[config.mk]
export PLATFORM = sky130hd
export DESIGN_NAME = day_count_date_converter_core
export DESIGN_NICKNAME = d
export VERILOG_FILES = /design/src/sv/dcdc_pkg.sv /design/src/sv/dcdc_divmod.sv /design/src/sv/dcdc_cal.sv /design/src/sv/dcdc_d2d.sv /design/src/sv/day_count_date_converter_core.sv
export SDC_FILE = /design/constraint.sdc
export NUM_CORES = 2
export LEC_CHECK = 0
export ABC_AREA = 1
export BUFFER_PORTS_ARGS = -buffer_cell sky130_fd_sc_hd__clkbuf_2
export CORE_AREA = 4 4 292 294
export DETAILED_ROUTE_END_ITERATION = 8
export DIE_AREA = 0 0 296 298
export MAX_ROUTING_LAYER = met4
export PLACE_DENSITY = 0.66
export SYNTH_ARGS = -nofsm -noshare
export SYNTH_HDL_FRONTEND = slang
export SYNTH_HIERARCHICAL = 1
export SYNTH_SLANG_ARGS = --single-unit
[constraint.sdc]
create_clock -name clk -period 13.3 [get_ports clk]
set_clock_uncertainty 0.15 [all_clocks]
set_input_delay 0.665 -clock clk [delete_from_list [all_inputs] [get_ports clk]]
set_output_delay 0.665 -clock clk [all_outputs]
set_load 0.03 [all_outputs]
[src/sv/dcdc_pkg.sv]
// Shared types, constants and calendar tables for the day-count / date converter.
`default_nettype none

package dcdc_pkg;

  // Calendar constants
  localparam int unsigned BASE_YEAR  = 1800;
  localparam int unsigned YEAR_DAYS  = 365;
  localparam int unsigned CYCLE_DAYS = (365 * 4) + 1;
  localparam int unsigned FEB29_SLOT = 31 + 28;

  // Reciprocal of CYCLE_DAYS: floor(2^42 / 1461); the quotient it gives is low by at most one
  localparam int unsigned RECIP_M     = 32'd3010298775;
  localparam int          RECIP_SHIFT = 42;
  localparam int          QUOT_W      = 64 - RECIP_SHIFT;

  // Pipeline depths: divider stages, calendar stages, then the output register
  localparam int DIV_LAT  = 4;
  localparam int DATE_LAT = DIV_LAT + 2;
  localparam int OUT_LAT  = DATE_LAT + 1;

  // Command codes
  localparam logic CMD_TO_DATE = 1'b0;
  localparam logic CMD_TO_DAYS = 1'b1;

  typedef struct packed {
    logic        command;
    logic [31:0] total_days;
    logic [15:0] in_year;
    logic [3:0]  in_month;
    logic [4:0]  in_day;
  } in_t;

  typedef struct packed {
    logic [15:0] out_year;
    logic [3:0]  out_month;
    logic [4:0]  out_day;
    logic [8:0]  cycle_day_index;
    logic [31:0] day_total;
  } out_t;

  // Control that travels alongside each item
  typedef struct packed {
    logic vld;
    logic cmd;
  } ctl_t;

  // First day index of each month in a 366-day year
  function automatic logic [8:0] leap_month_start(input logic [3:0] m);
    unique case (m)
      4'd0:    return 9'd0;
      4'd1:    return 9'd31;
      4'd2:    return 9'd60;
      4'd3:    return 9'd91;
      4'd4:    return 9'd121;
      4'd5:    return 9'd152;
      4'd6:    return 9'd182;
      4'd7:    return 9'd213;
      4'd8:    return 9'd244;
      4'd9:    return 9'd274;
      4'd10:   return 9'd305;
      4'd11:   return 9'd335;
      default: return 9'd0;
    endcase
  endfunction

  // Days in the first n months of a common year; beyond twelve it stays at a full year
  function automatic logic [8:0] month_days_before(input logic [3:0] n);
    unique case (n)
      4'd0:    return 9'd0;
      4'd1:    return 9'd31;
      4'd2:    return 9'd59;
      4'd3:    return 9'd90;
      4'd4:    return 9'd120;
      4'd5:    return 9'd151;
      4'd6:    return 9'd181;
      4'd7:    return 9'd212;
      4'd8:    return 9'd243;
      4'd9:    return 9'd273;
      4'd10:   return 9'd304;
      4'd11:   return 9'd334;
      default: return 9'd365;
    endcase
  endfunction

endpackage

`default_nettype wire

[src/sv/dcdc_divmod.sv]
// Four-stage divide of the day count by the four-year cycle length, by reciprocal multiply.
`default_nettype none

module dcdc_divmod (
  input  logic            clk,
  input  logic            rst_n,
  input  dcdc_pkg::ctl_t  ctl_i,
  input  logic [31:0]     total_i,
  output dcdc_pkg::ctl_t  ctl_o,
  output logic [15:0]     cyc_o,
  output logic [10:0]     idx_o
);
  import dcdc_pkg::*;

  ctl_t               ctl1_r, ctl2_r, ctl3_r, ctl4_r;
  logic [63:0]        prod;
  logic [31:0]        tot1_r, tot2_r;
  logic [QUOT_W-1:0]  q1_r, q2_r, q3_r;
  logic [31:0]        mul2_r;
  logic [31:0]        diff;
  logic [11:0]        rem3_r;
  logic               wrap;
  logic [QUOT_W-1:0]  q_nxt;
  logic [11:0]        rem_nxt;
  logic [15:0]        cyc4_r;
  logic [10:0]        idx4_r;

  // control pipeline
  always_ff @(posedge clk) begin
    if (!rst_n) begin
      ctl1_r <= '0;
      ctl2_r <= '0;
      ctl3_r <= '0;
      ctl4_r <= '0;
    end else begin
      ctl1_r <= ctl_i;
      ctl2_r <= ctl1_r;
      ctl3_r <= ctl2_r;
      ctl4_r <= ctl3_r;
    end
  end

  // stage 1: estimate quotient
  assign prod = 64'(total_i) * 64'(RECIP_M);

  // stage 3: remainder from the estimate, below twice the cycle length
  assign diff = tot2_r - mul2_r;

  // stage 4: one-step correction
  always_comb begin
    wrap    = rem3_r >= 12'(CYCLE_DAYS);
    q_nxt   = wrap ? q3_r + QUOT_W'(1) : q3_r;
    rem_nxt = wrap ? rem3_r - 12'(CYCLE_DAYS) : rem3_r;
  end

  always_ff @(posedge clk) begin
    tot1_r <= total_i;
    q1_r   <= prod[63:RECIP_SHIFT];
    tot2_r <= tot1_r;
    q2_r   <= q1_r;
    mul2_r <= 32'(q1_r) * 32'(CYCLE_DAYS);
    q3_r   <= q2_r;
    rem3_r <= diff[11:0];
    cyc4_r <= q_nxt[15:0];
    idx4_r <= rem_nxt[10:0];
  end

  assign ctl_o = ctl4_r;
  assign cyc_o = cyc4_r;
  assign idx_o = idx4_r;

  a_est_close: assert property (@(posedge clk) disable iff (!rst_n)
    ctl3_r.vld |-> rem3_r < 12'(2 * CYCLE_DAYS))
    else $error("quotient estimate off by more than one");

  a_rem_range: assert property (@(posedge clk) disable iff (!rst_n)
    ctl4_r.vld |-> idx4_r < 11'(CYCLE_DAYS))
    else $error("cycle day index out of range");

endmodule

`default_nettype wire

[src/sv/dcdc_cal.sv]
// Two calendar stages: year within the cycle, then month and day from the leap-year table.
`default_nettype none

module dcdc_cal (
  input  logic            clk,
  input  logic            rst_n,
  input  dcdc_pkg::ctl_t  ctl_i,
  input  logic [15:0]     cyc_i,
  input  logic [10:0]     idx_i,
  output dcdc_pkg::ctl_t  ctl_o,
  output logic [15:0]     year_o,
  output logic [3:0]      month_o,
  output logic [4:0]      day_o,
  output logic [8:0]      didx_o
);
  import dcdc_pkg::*;

  ctl_t        ctl5_r, ctl6_r;
  logic        later;
  logic [10:0] rest;
  logic [10:0] r;
  logic [1:0]  yoff;
  logic [1:0]  yadd_nxt;
  logic [8:0]  didx_nxt;
  logic [15:0] cyc5_r;
  logic [1:0]  yadd5_r;
  logic [8:0]  didx5_r;
  logic [3:0]  month_nxt;
  logic [8:0]  mday;
  logic [4:0]  day_nxt;
  logic [15:0] year_nxt;
  logic [15:0] year6_r;
  logic [3:0]  month6_r;
  logic [4:0]  day6_r;
  logic [8:0]  didx6_r;

  always_ff @(posedge clk) begin
    if (!rst_n) begin
      ctl5_r <= '0;
      ctl6_r <= '0;
    end else begin
      ctl5_r <= ctl_i;
      ctl6_r <= ctl5_r;
    end
  end

  // stage 5: years after the leap year are 365 days, their index skips Feb 29
  always_comb begin
    later = idx_i > 11'(YEAR_DAYS);
    rest  = idx_i - 11'(YEAR_DAYS + 1);
    if (rest >= 11'(2 * YEAR_DAYS)) begin
      yoff = 2'd2;
      r    = rest - 11'(2 * YEAR_DAYS);
    end else if (rest >= 11'(YEAR_DAYS)) begin
      yoff = 2'd1;
      r    = rest - 11'(YEAR_DAYS);
    end else begin
      yoff = 2'd0;
      r    = rest;
    end
    if (later) begin
      yadd_nxt = yoff + 2'd1;
      didx_nxt = (r[8:0] >= 9'(FEB29_SLOT)) ? r[8:0] + 9'd1 : r[8:0];
    end else begin
      yadd_nxt = 2'd0;
      didx_nxt = idx_i[8:0];
    end
  end

  // stage 6: month lookup, day of month, year
  always_comb begin
    month_nxt = 4'd0;
    for (int k = 1; k < 12; k++) begin
      if (didx5_r >= leap_month_start(4'(k))) month_nxt = 4'(k);
    end
    mday     = didx5_r - leap_month_start(month_nxt) + 9'd1;
    day_nxt  = mday[4:0];
    year_nxt = 16'(BASE_YEAR) + {cyc5_r[13:0], yadd5_r};
  end

  always_ff @(posedge clk) begin
    cyc5_r   <= cyc_i;
    yadd5_r  <= yadd_nxt;
    didx5_r  <= didx_nxt;
    year6_r  <= year_nxt;
    month6_r <= month_nxt;
    day6_r   <= day_nxt;
    didx6_r  <= didx5_r;
  end

  assign ctl_o   = ctl6_r;
  assign year_o  = year6_r;
  assign month_o = month6_r;
  assign day_o   = day6_r;
  assign didx_o  = didx6_r;

  a_no_feb29: assert property (@(posedge clk) disable iff (!rst_n)
    ctl5_r.vld && yadd5_r != 2'd0 |-> didx5_r != 9'(FEB29_SLOT))
    else $error("common year landed on the Feb 29 slot");

  a_date_range: assert property (@(posedge clk) disable iff (!rst_n)
    ctl6_r.vld |-> month6_r <= 4'd11 && day6_r != 5'd0 && didx6_r <= 9'(YEAR_DAYS))
    else $error("date fields out of range");

endmodule

`default_nettype wire

[src/sv/dcdc_d2d.sv]
// Date-to-day-count pipeline, three working stages and a delay line to match the date path.
`default_nettype none

module dcdc_d2d (
  input  logic        clk,
  input  logic [15:0] year_i,
  input  logic [3:0]  month_i,
  input  logic [4:0]  day_i,
  output logic [31:0] total_o
);
  import dcdc_pkg::*;

  localparam int DLY = DATE_LAT - 3;

  logic        neg;
  logic [15:0] n;
  logic        leap;
  logic        neg1_r, neg2_r;
  logic [24:0] prod1_r;
  logic [13:0] n4_1_r;
  logic [8:0]  moff1_r;
  logic [4:0]  day1_r;
  logic [24:0] mag2_r;
  logic [9:0]  add2_r;
  logic [31:0] tot3_r;
  logic [31:0] dly_r [DLY];

  // stage 1: distance from the base year and month offset
  always_comb begin
    neg  = year_i < 16'(BASE_YEAR);
    n    = neg ? 16'(BASE_YEAR) - year_i : year_i - 16'(BASE_YEAR);
    leap = (year_i[1:0] == 2'b00) && (month_i >= 4'd2);
  end

  always_ff @(posedge clk) begin
    neg1_r  <= neg;
    prod1_r <= 25'(n) * 25'(YEAR_DAYS);
    n4_1_r  <= n[15:2];
    moff1_r <= month_days_before(month_i) + 9'(leap);
    day1_r  <= day_i;
    // stage 2: magnitude of the year term
    neg2_r  <= neg1_r;
    mag2_r  <= prod1_r + 25'(n4_1_r);
    add2_r  <= 10'(moff1_r) + 10'(day1_r);
    // stage 3: signed year term plus month and day, modulo 2^32
    tot3_r  <= neg2_r ? 32'(add2_r) - 32'(mag2_r) : 32'(mag2_r) + 32'(add2_r);
    dly_r[0] <= tot3_r;
    for (int k = 1; k < DLY; k++) dly_r[k] <= dly_r[k-1];
  end

  assign total_o = dly_r[DLY-1];

endmodule

`default_nettype wire

[src/sv/day_count_date_converter_core.sv]
// Top level of the day-count / calendar-date converter.
//
//   channel  ports                  handshake
//   input    start, busy, in_item   taken when start is high and busy is low
//   result   out_valid, out_item    one-cycle strobe, no hold-off
//
// One item is taken every clock cycle; busy stays low.
// Each result is registered through four divider stages
// (32x32 reciprocal multiply, back-multiply, remainder, correction), two
// calendar stages and the output register; day totals come from the matched dcdc_d2d path.
// Reset (rst_n, synchronous) clears the valid bits; items in flight are dropped.
// Nothing stalls: results leave in order, one per item.
`default_nettype none

module day_count_date_converter_core (
  input  logic           clk,
  input  logic           rst_n,
  input  logic           start,
  input  dcdc_pkg::in_t  in_item,
  output logic           busy,
  output logic           out_valid,
  output dcdc_pkg::out_t out_item
);
  import dcdc_pkg::*;

  ctl_t        ctl_in;
  ctl_t        div_ctl;
  logic [15:0] div_cyc;
  logic [10:0] div_idx;
  ctl_t        cal_ctl;
  logic [15:0] cal_year;
  logic [3:0]  cal_month;
  logic [4:0]  cal_day;
  logic [8:0]  cal_didx;
  logic [31:0] d2d_total;
  out_t        out_nxt;
  out_t        out_r;
  logic        out_valid_r;

  assign busy       = 1'b0;
  assign ctl_in.vld = start && !busy;
  assign ctl_in.cmd = in_item.command;

  dcdc_divmod u_divmod (
    .clk     (clk),
    .rst_n   (rst_n),
    .ctl_i   (ctl_in),
    .total_i (in_item.total_days),
    .ctl_o   (div_ctl),
    .cyc_o   (div_cyc),
    .idx_o   (div_idx)
  );

  dcdc_cal u_cal (
    .clk     (clk),
    .rst_n   (rst_n),
    .ctl_i   (div_ctl),
    .cyc_i   (div_cyc),
    .idx_i   (div_idx),
    .ctl_o   (cal_ctl),
    .year_o  (cal_year),
    .month_o (cal_month),
    .day_o   (cal_day),
    .didx_o  (cal_didx)
  );

  dcdc_d2d u_d2d (
    .clk     (clk),
    .year_i  (in_item.in_year),
    .month_i (in_item.in_month),
    .day_i   (in_item.in_day),
    .total_o (d2d_total)
  );

  // pick the result for the item's command
  always_comb begin
    out_nxt = '0;
    if (cal_ctl.cmd == CMD_TO_DAYS) begin
      out_nxt.day_total = d2d_total;
    end else begin
      out_nxt.out_year        = cal_year;
      out_nxt.out_month       = cal_month;
      out_nxt.out_day         = cal_day;
      out_nxt.cycle_day_index = cal_didx;
    end
  end

  always_ff @(posedge clk) begin
    if (!rst_n) begin
      out_valid_r <= 1'b0;
    end else begin
      out_valid_r <= cal_ctl.vld;
    end
  end

  always_ff @(posedge clk) begin
    out_r <= out_nxt;
  end

  assign out_valid = out_valid_r;
  assign out_item  = out_r;

  a_result_follows: assert property (@(posedge clk) disable iff (!rst_n)
    start && !busy |-> ##OUT_LAT out_valid_r)
    else $error("item taken without a result at the expected cycle");

  a_result_source: assert property (@(posedge clk) disable iff (!rst_n)
    out_valid_r |-> $past(start, OUT_LAT))
    else $error("result without a matching item");

  a_day_total_alone: assert property (@(posedge clk) disable iff (!rst_n)
    out_valid_r && out_r.day_total != 32'd0 |->
      out_r.out_year == 16'd0 && out_r.out_month == 4'd0 &&
      out_r.out_day == 5'd0 && out_r.cycle_day_index == 9'd0)
    else $error("date fields set on a day-count result");

endmodule

`default_nettype wire
==> summary.txt <==
Yosys
  • Post-Syn Area: 0.0404 mm^2
  • Synth warn: 6
  • Synth Area per Inst: 8.27 um^2
  • Syn_nets: 5925
  • Post-synthesis cell count: 4884

STA
  • Sum Neg Setup Slack: 0 ns
  • Slew @ Worst Pin: 0.918 ns
  • Fin crit period: 6.45 ns
  • Max-slew headroom: 0.381
  • Fmax: 155 MHz
  • Final setup viols: 0
  • RSZ-0062 raised after global routing: no
  • Period utilization: 0.485
  • Final Hold Fails: 0
  • Final Max Slew Viols: 0

Critical path
  • CP Class: input port to flip-flop
  • Crit-path slowest cell: fa_1
  • R2R Path Start: u_divmod/q1_r[4]
  • Delay-heaviest family, CP: adder cells
  • Crit. End Element: flip-flop
  • Cell depth of the worst setup path: 28
  • Critical path buffers and inverters: 7
  • Crit path DAT: 6.77 ns
  • R2R Path End: u_divmod/mul2_r[11]
  • Crit start category: input port
  • Flop2flop setup slack: 9.08 ns
  • CP peak stage delay: 0.54 ns
  • R2R cell count: 16
  • Crit-path max FO: 8
  • Critical Path RT: 13.63 ns

Global routing
  • M2 GR Usage: 0.362
  • Met1 Use GR: 0.310
  • Largest net degree at the start of global routing: 49
  • Gr ovfl total: 0
  • Gr usage total: 0.234
  • Initial antenna violation count: 1
  • Via count of the first global-routing pass: 30000
  • Most Used Layer, Global Route: met2
  • Met3 usage: 0.0458
  • First-pass GRT wire length: 158000 um

Final layout
  • Filler cells: 7928
  • Net count, final: 6037
  • Register area: 0.00899 mm^2
  • Layout cells sized above 1: 0.0683
  • Most common cell after layout, fill and taps aside: inv_1
  • Non-Filler Instances: 6113
  • Fin area: 0.0435 mm^2
  • Area growth, synth to finish: 7.67%
  • Layout Utilization: 0.525
  • Number of inserted diodes: 0
  • Area of the multi-input gates: 0.0260 mm^2
  • Most frequent cells in the layout: 1285 x inv_1, 968 x nand2_1, 507 x ha_1, 473 x fa_1, 448 x dfxtp_1

Floorplanning
  • Boundary Pins: 129
  • # rows: 106
  • Die Area: 0.0882 mm^2
  • Starting density of the core: 0.487
  • Die Span Y: 298 um
  • Core Footprint: 0.0829 mm^2
  • Die Wd: 296 um

Routing
  • Via density: 4.79
  • WL final: 97200 um
  • Detail Route Antenna Nets: 0
  • Routed via count: 29300
  • Drt initial violations: 1437
  • Wire length per cell: 15.9 um
  • Initial DRT Pass Iterations: 5
  • Remaining DRCs: 0

Place
  • Buffers added on ports: 127
  • Cells after DPL: 6026
  • Post-DP Area: 0.0419 mm^2
  • Final HPWL DP: 84200 um
  • Final GP Congestion: 0.987

Clock tree
  • Maximum root-to-sink buffer count: 3
  • CTS Buf Count: 46
  • Clk_lat worst skew: 0.59 ns
  • Clk sinks: 449
  • Root Buffer: clkbuf_16
  • H-tree depth: 2
  • CTS tree: built
  • Clock-pin slew on the worst setup and hold paths: 0.06 ns

Run status
  • Status: finished clean

Flow run
  • Max-cap violations: 0

Min path
  • Hold Crit Endpoint: u_d2d/day1_r[4]
  • Hold Crit Class: input port to flip-flop
  • Worst Hold Depth: 1
  • Min-delay src: in_item[4]
[state kept, by name, summed over array words and instances, names as in the netlist, 14 cells and up]
signal / cells
out_item: 66
u_cal/cyc5_r: 14
u_cal/year_o: 16
u_d2d/dly_r: 81
u_d2d/mag2_r: 25
u_d2d/n4_1_r: 14
u_d2d/prod1_r: 25
u_d2d/tot3_r: 27
u_divmod/cyc_o: 14
u_divmod/q1_r: 14
u_divmod/q3_r: 14
[layer usage]
layer	wire (um)	vias to the layer above	share of wire
met5	0	-	0
met4	3710	0	0.038
met3	6170	167	0.064
met2	42900	686	0.44
met1	44300	13600	0.46
li1	-	14800	-
[worst max-delay path by stage]
| stage | slack (ns) | from | to |
|---|---|---|---|
| 3_3_place_gp | 6.28 | in_item[36] | u_divmod/q1_r[11] |
| 4_1_cts | 6.90 | in_item[31] | u_divmod/q1_r[8] |
| 2_1_floorplan | 6.89 | in_item[31] | u_divmod/q1_r[9] |
| 5_1_grt | 6.44 | in_item[31] | u_divmod/q1_r[8] |
| 3_5_place_dp | 6.28 | in_item[31] | u_divmod/q1_r[8] |
| 6_report | 6.85 | in_item[31] | u_divmod/q1_r[9] |
[timing repair]
| item | 4_1_cts | 5_1_grt |
|---|---|---|
| gates resized for setup | 0 | 0 |
| hold buffers | 2 | 0 |
| endpoints found under the hold margin | 2 | 0 |
| buffers inserted | 0 | 0 |
[per-stage QoR]
stage / setup slack [ns] / hold WS [ns]
2_1_floorplan: 6.89 / 0.160
3_5_place_dp: 6.28 / 0.162
5_1_grt: 6.44 / 0.00365
6_report: 6.85 / 0.0387
4_1_cts: 6.90 / 0.00279
3_3_place_gp: 6.28 / 0.159
[cell type report]
class | count | area share
clock inverter | 18 | 0.00489
multi-input combinational | 3062 | 0.598
clock buffer | 67 | 0.0308
sequential | 449 | 0.207
inverter | 1305 | 0.113
timing repair buffer | 132 | 0.0156
tap | 1080 | 0.0311
Power is left out: the tool's default activity adds up to more than one toggle a clock period on the data nets, which glitch-free logic cannot reach.
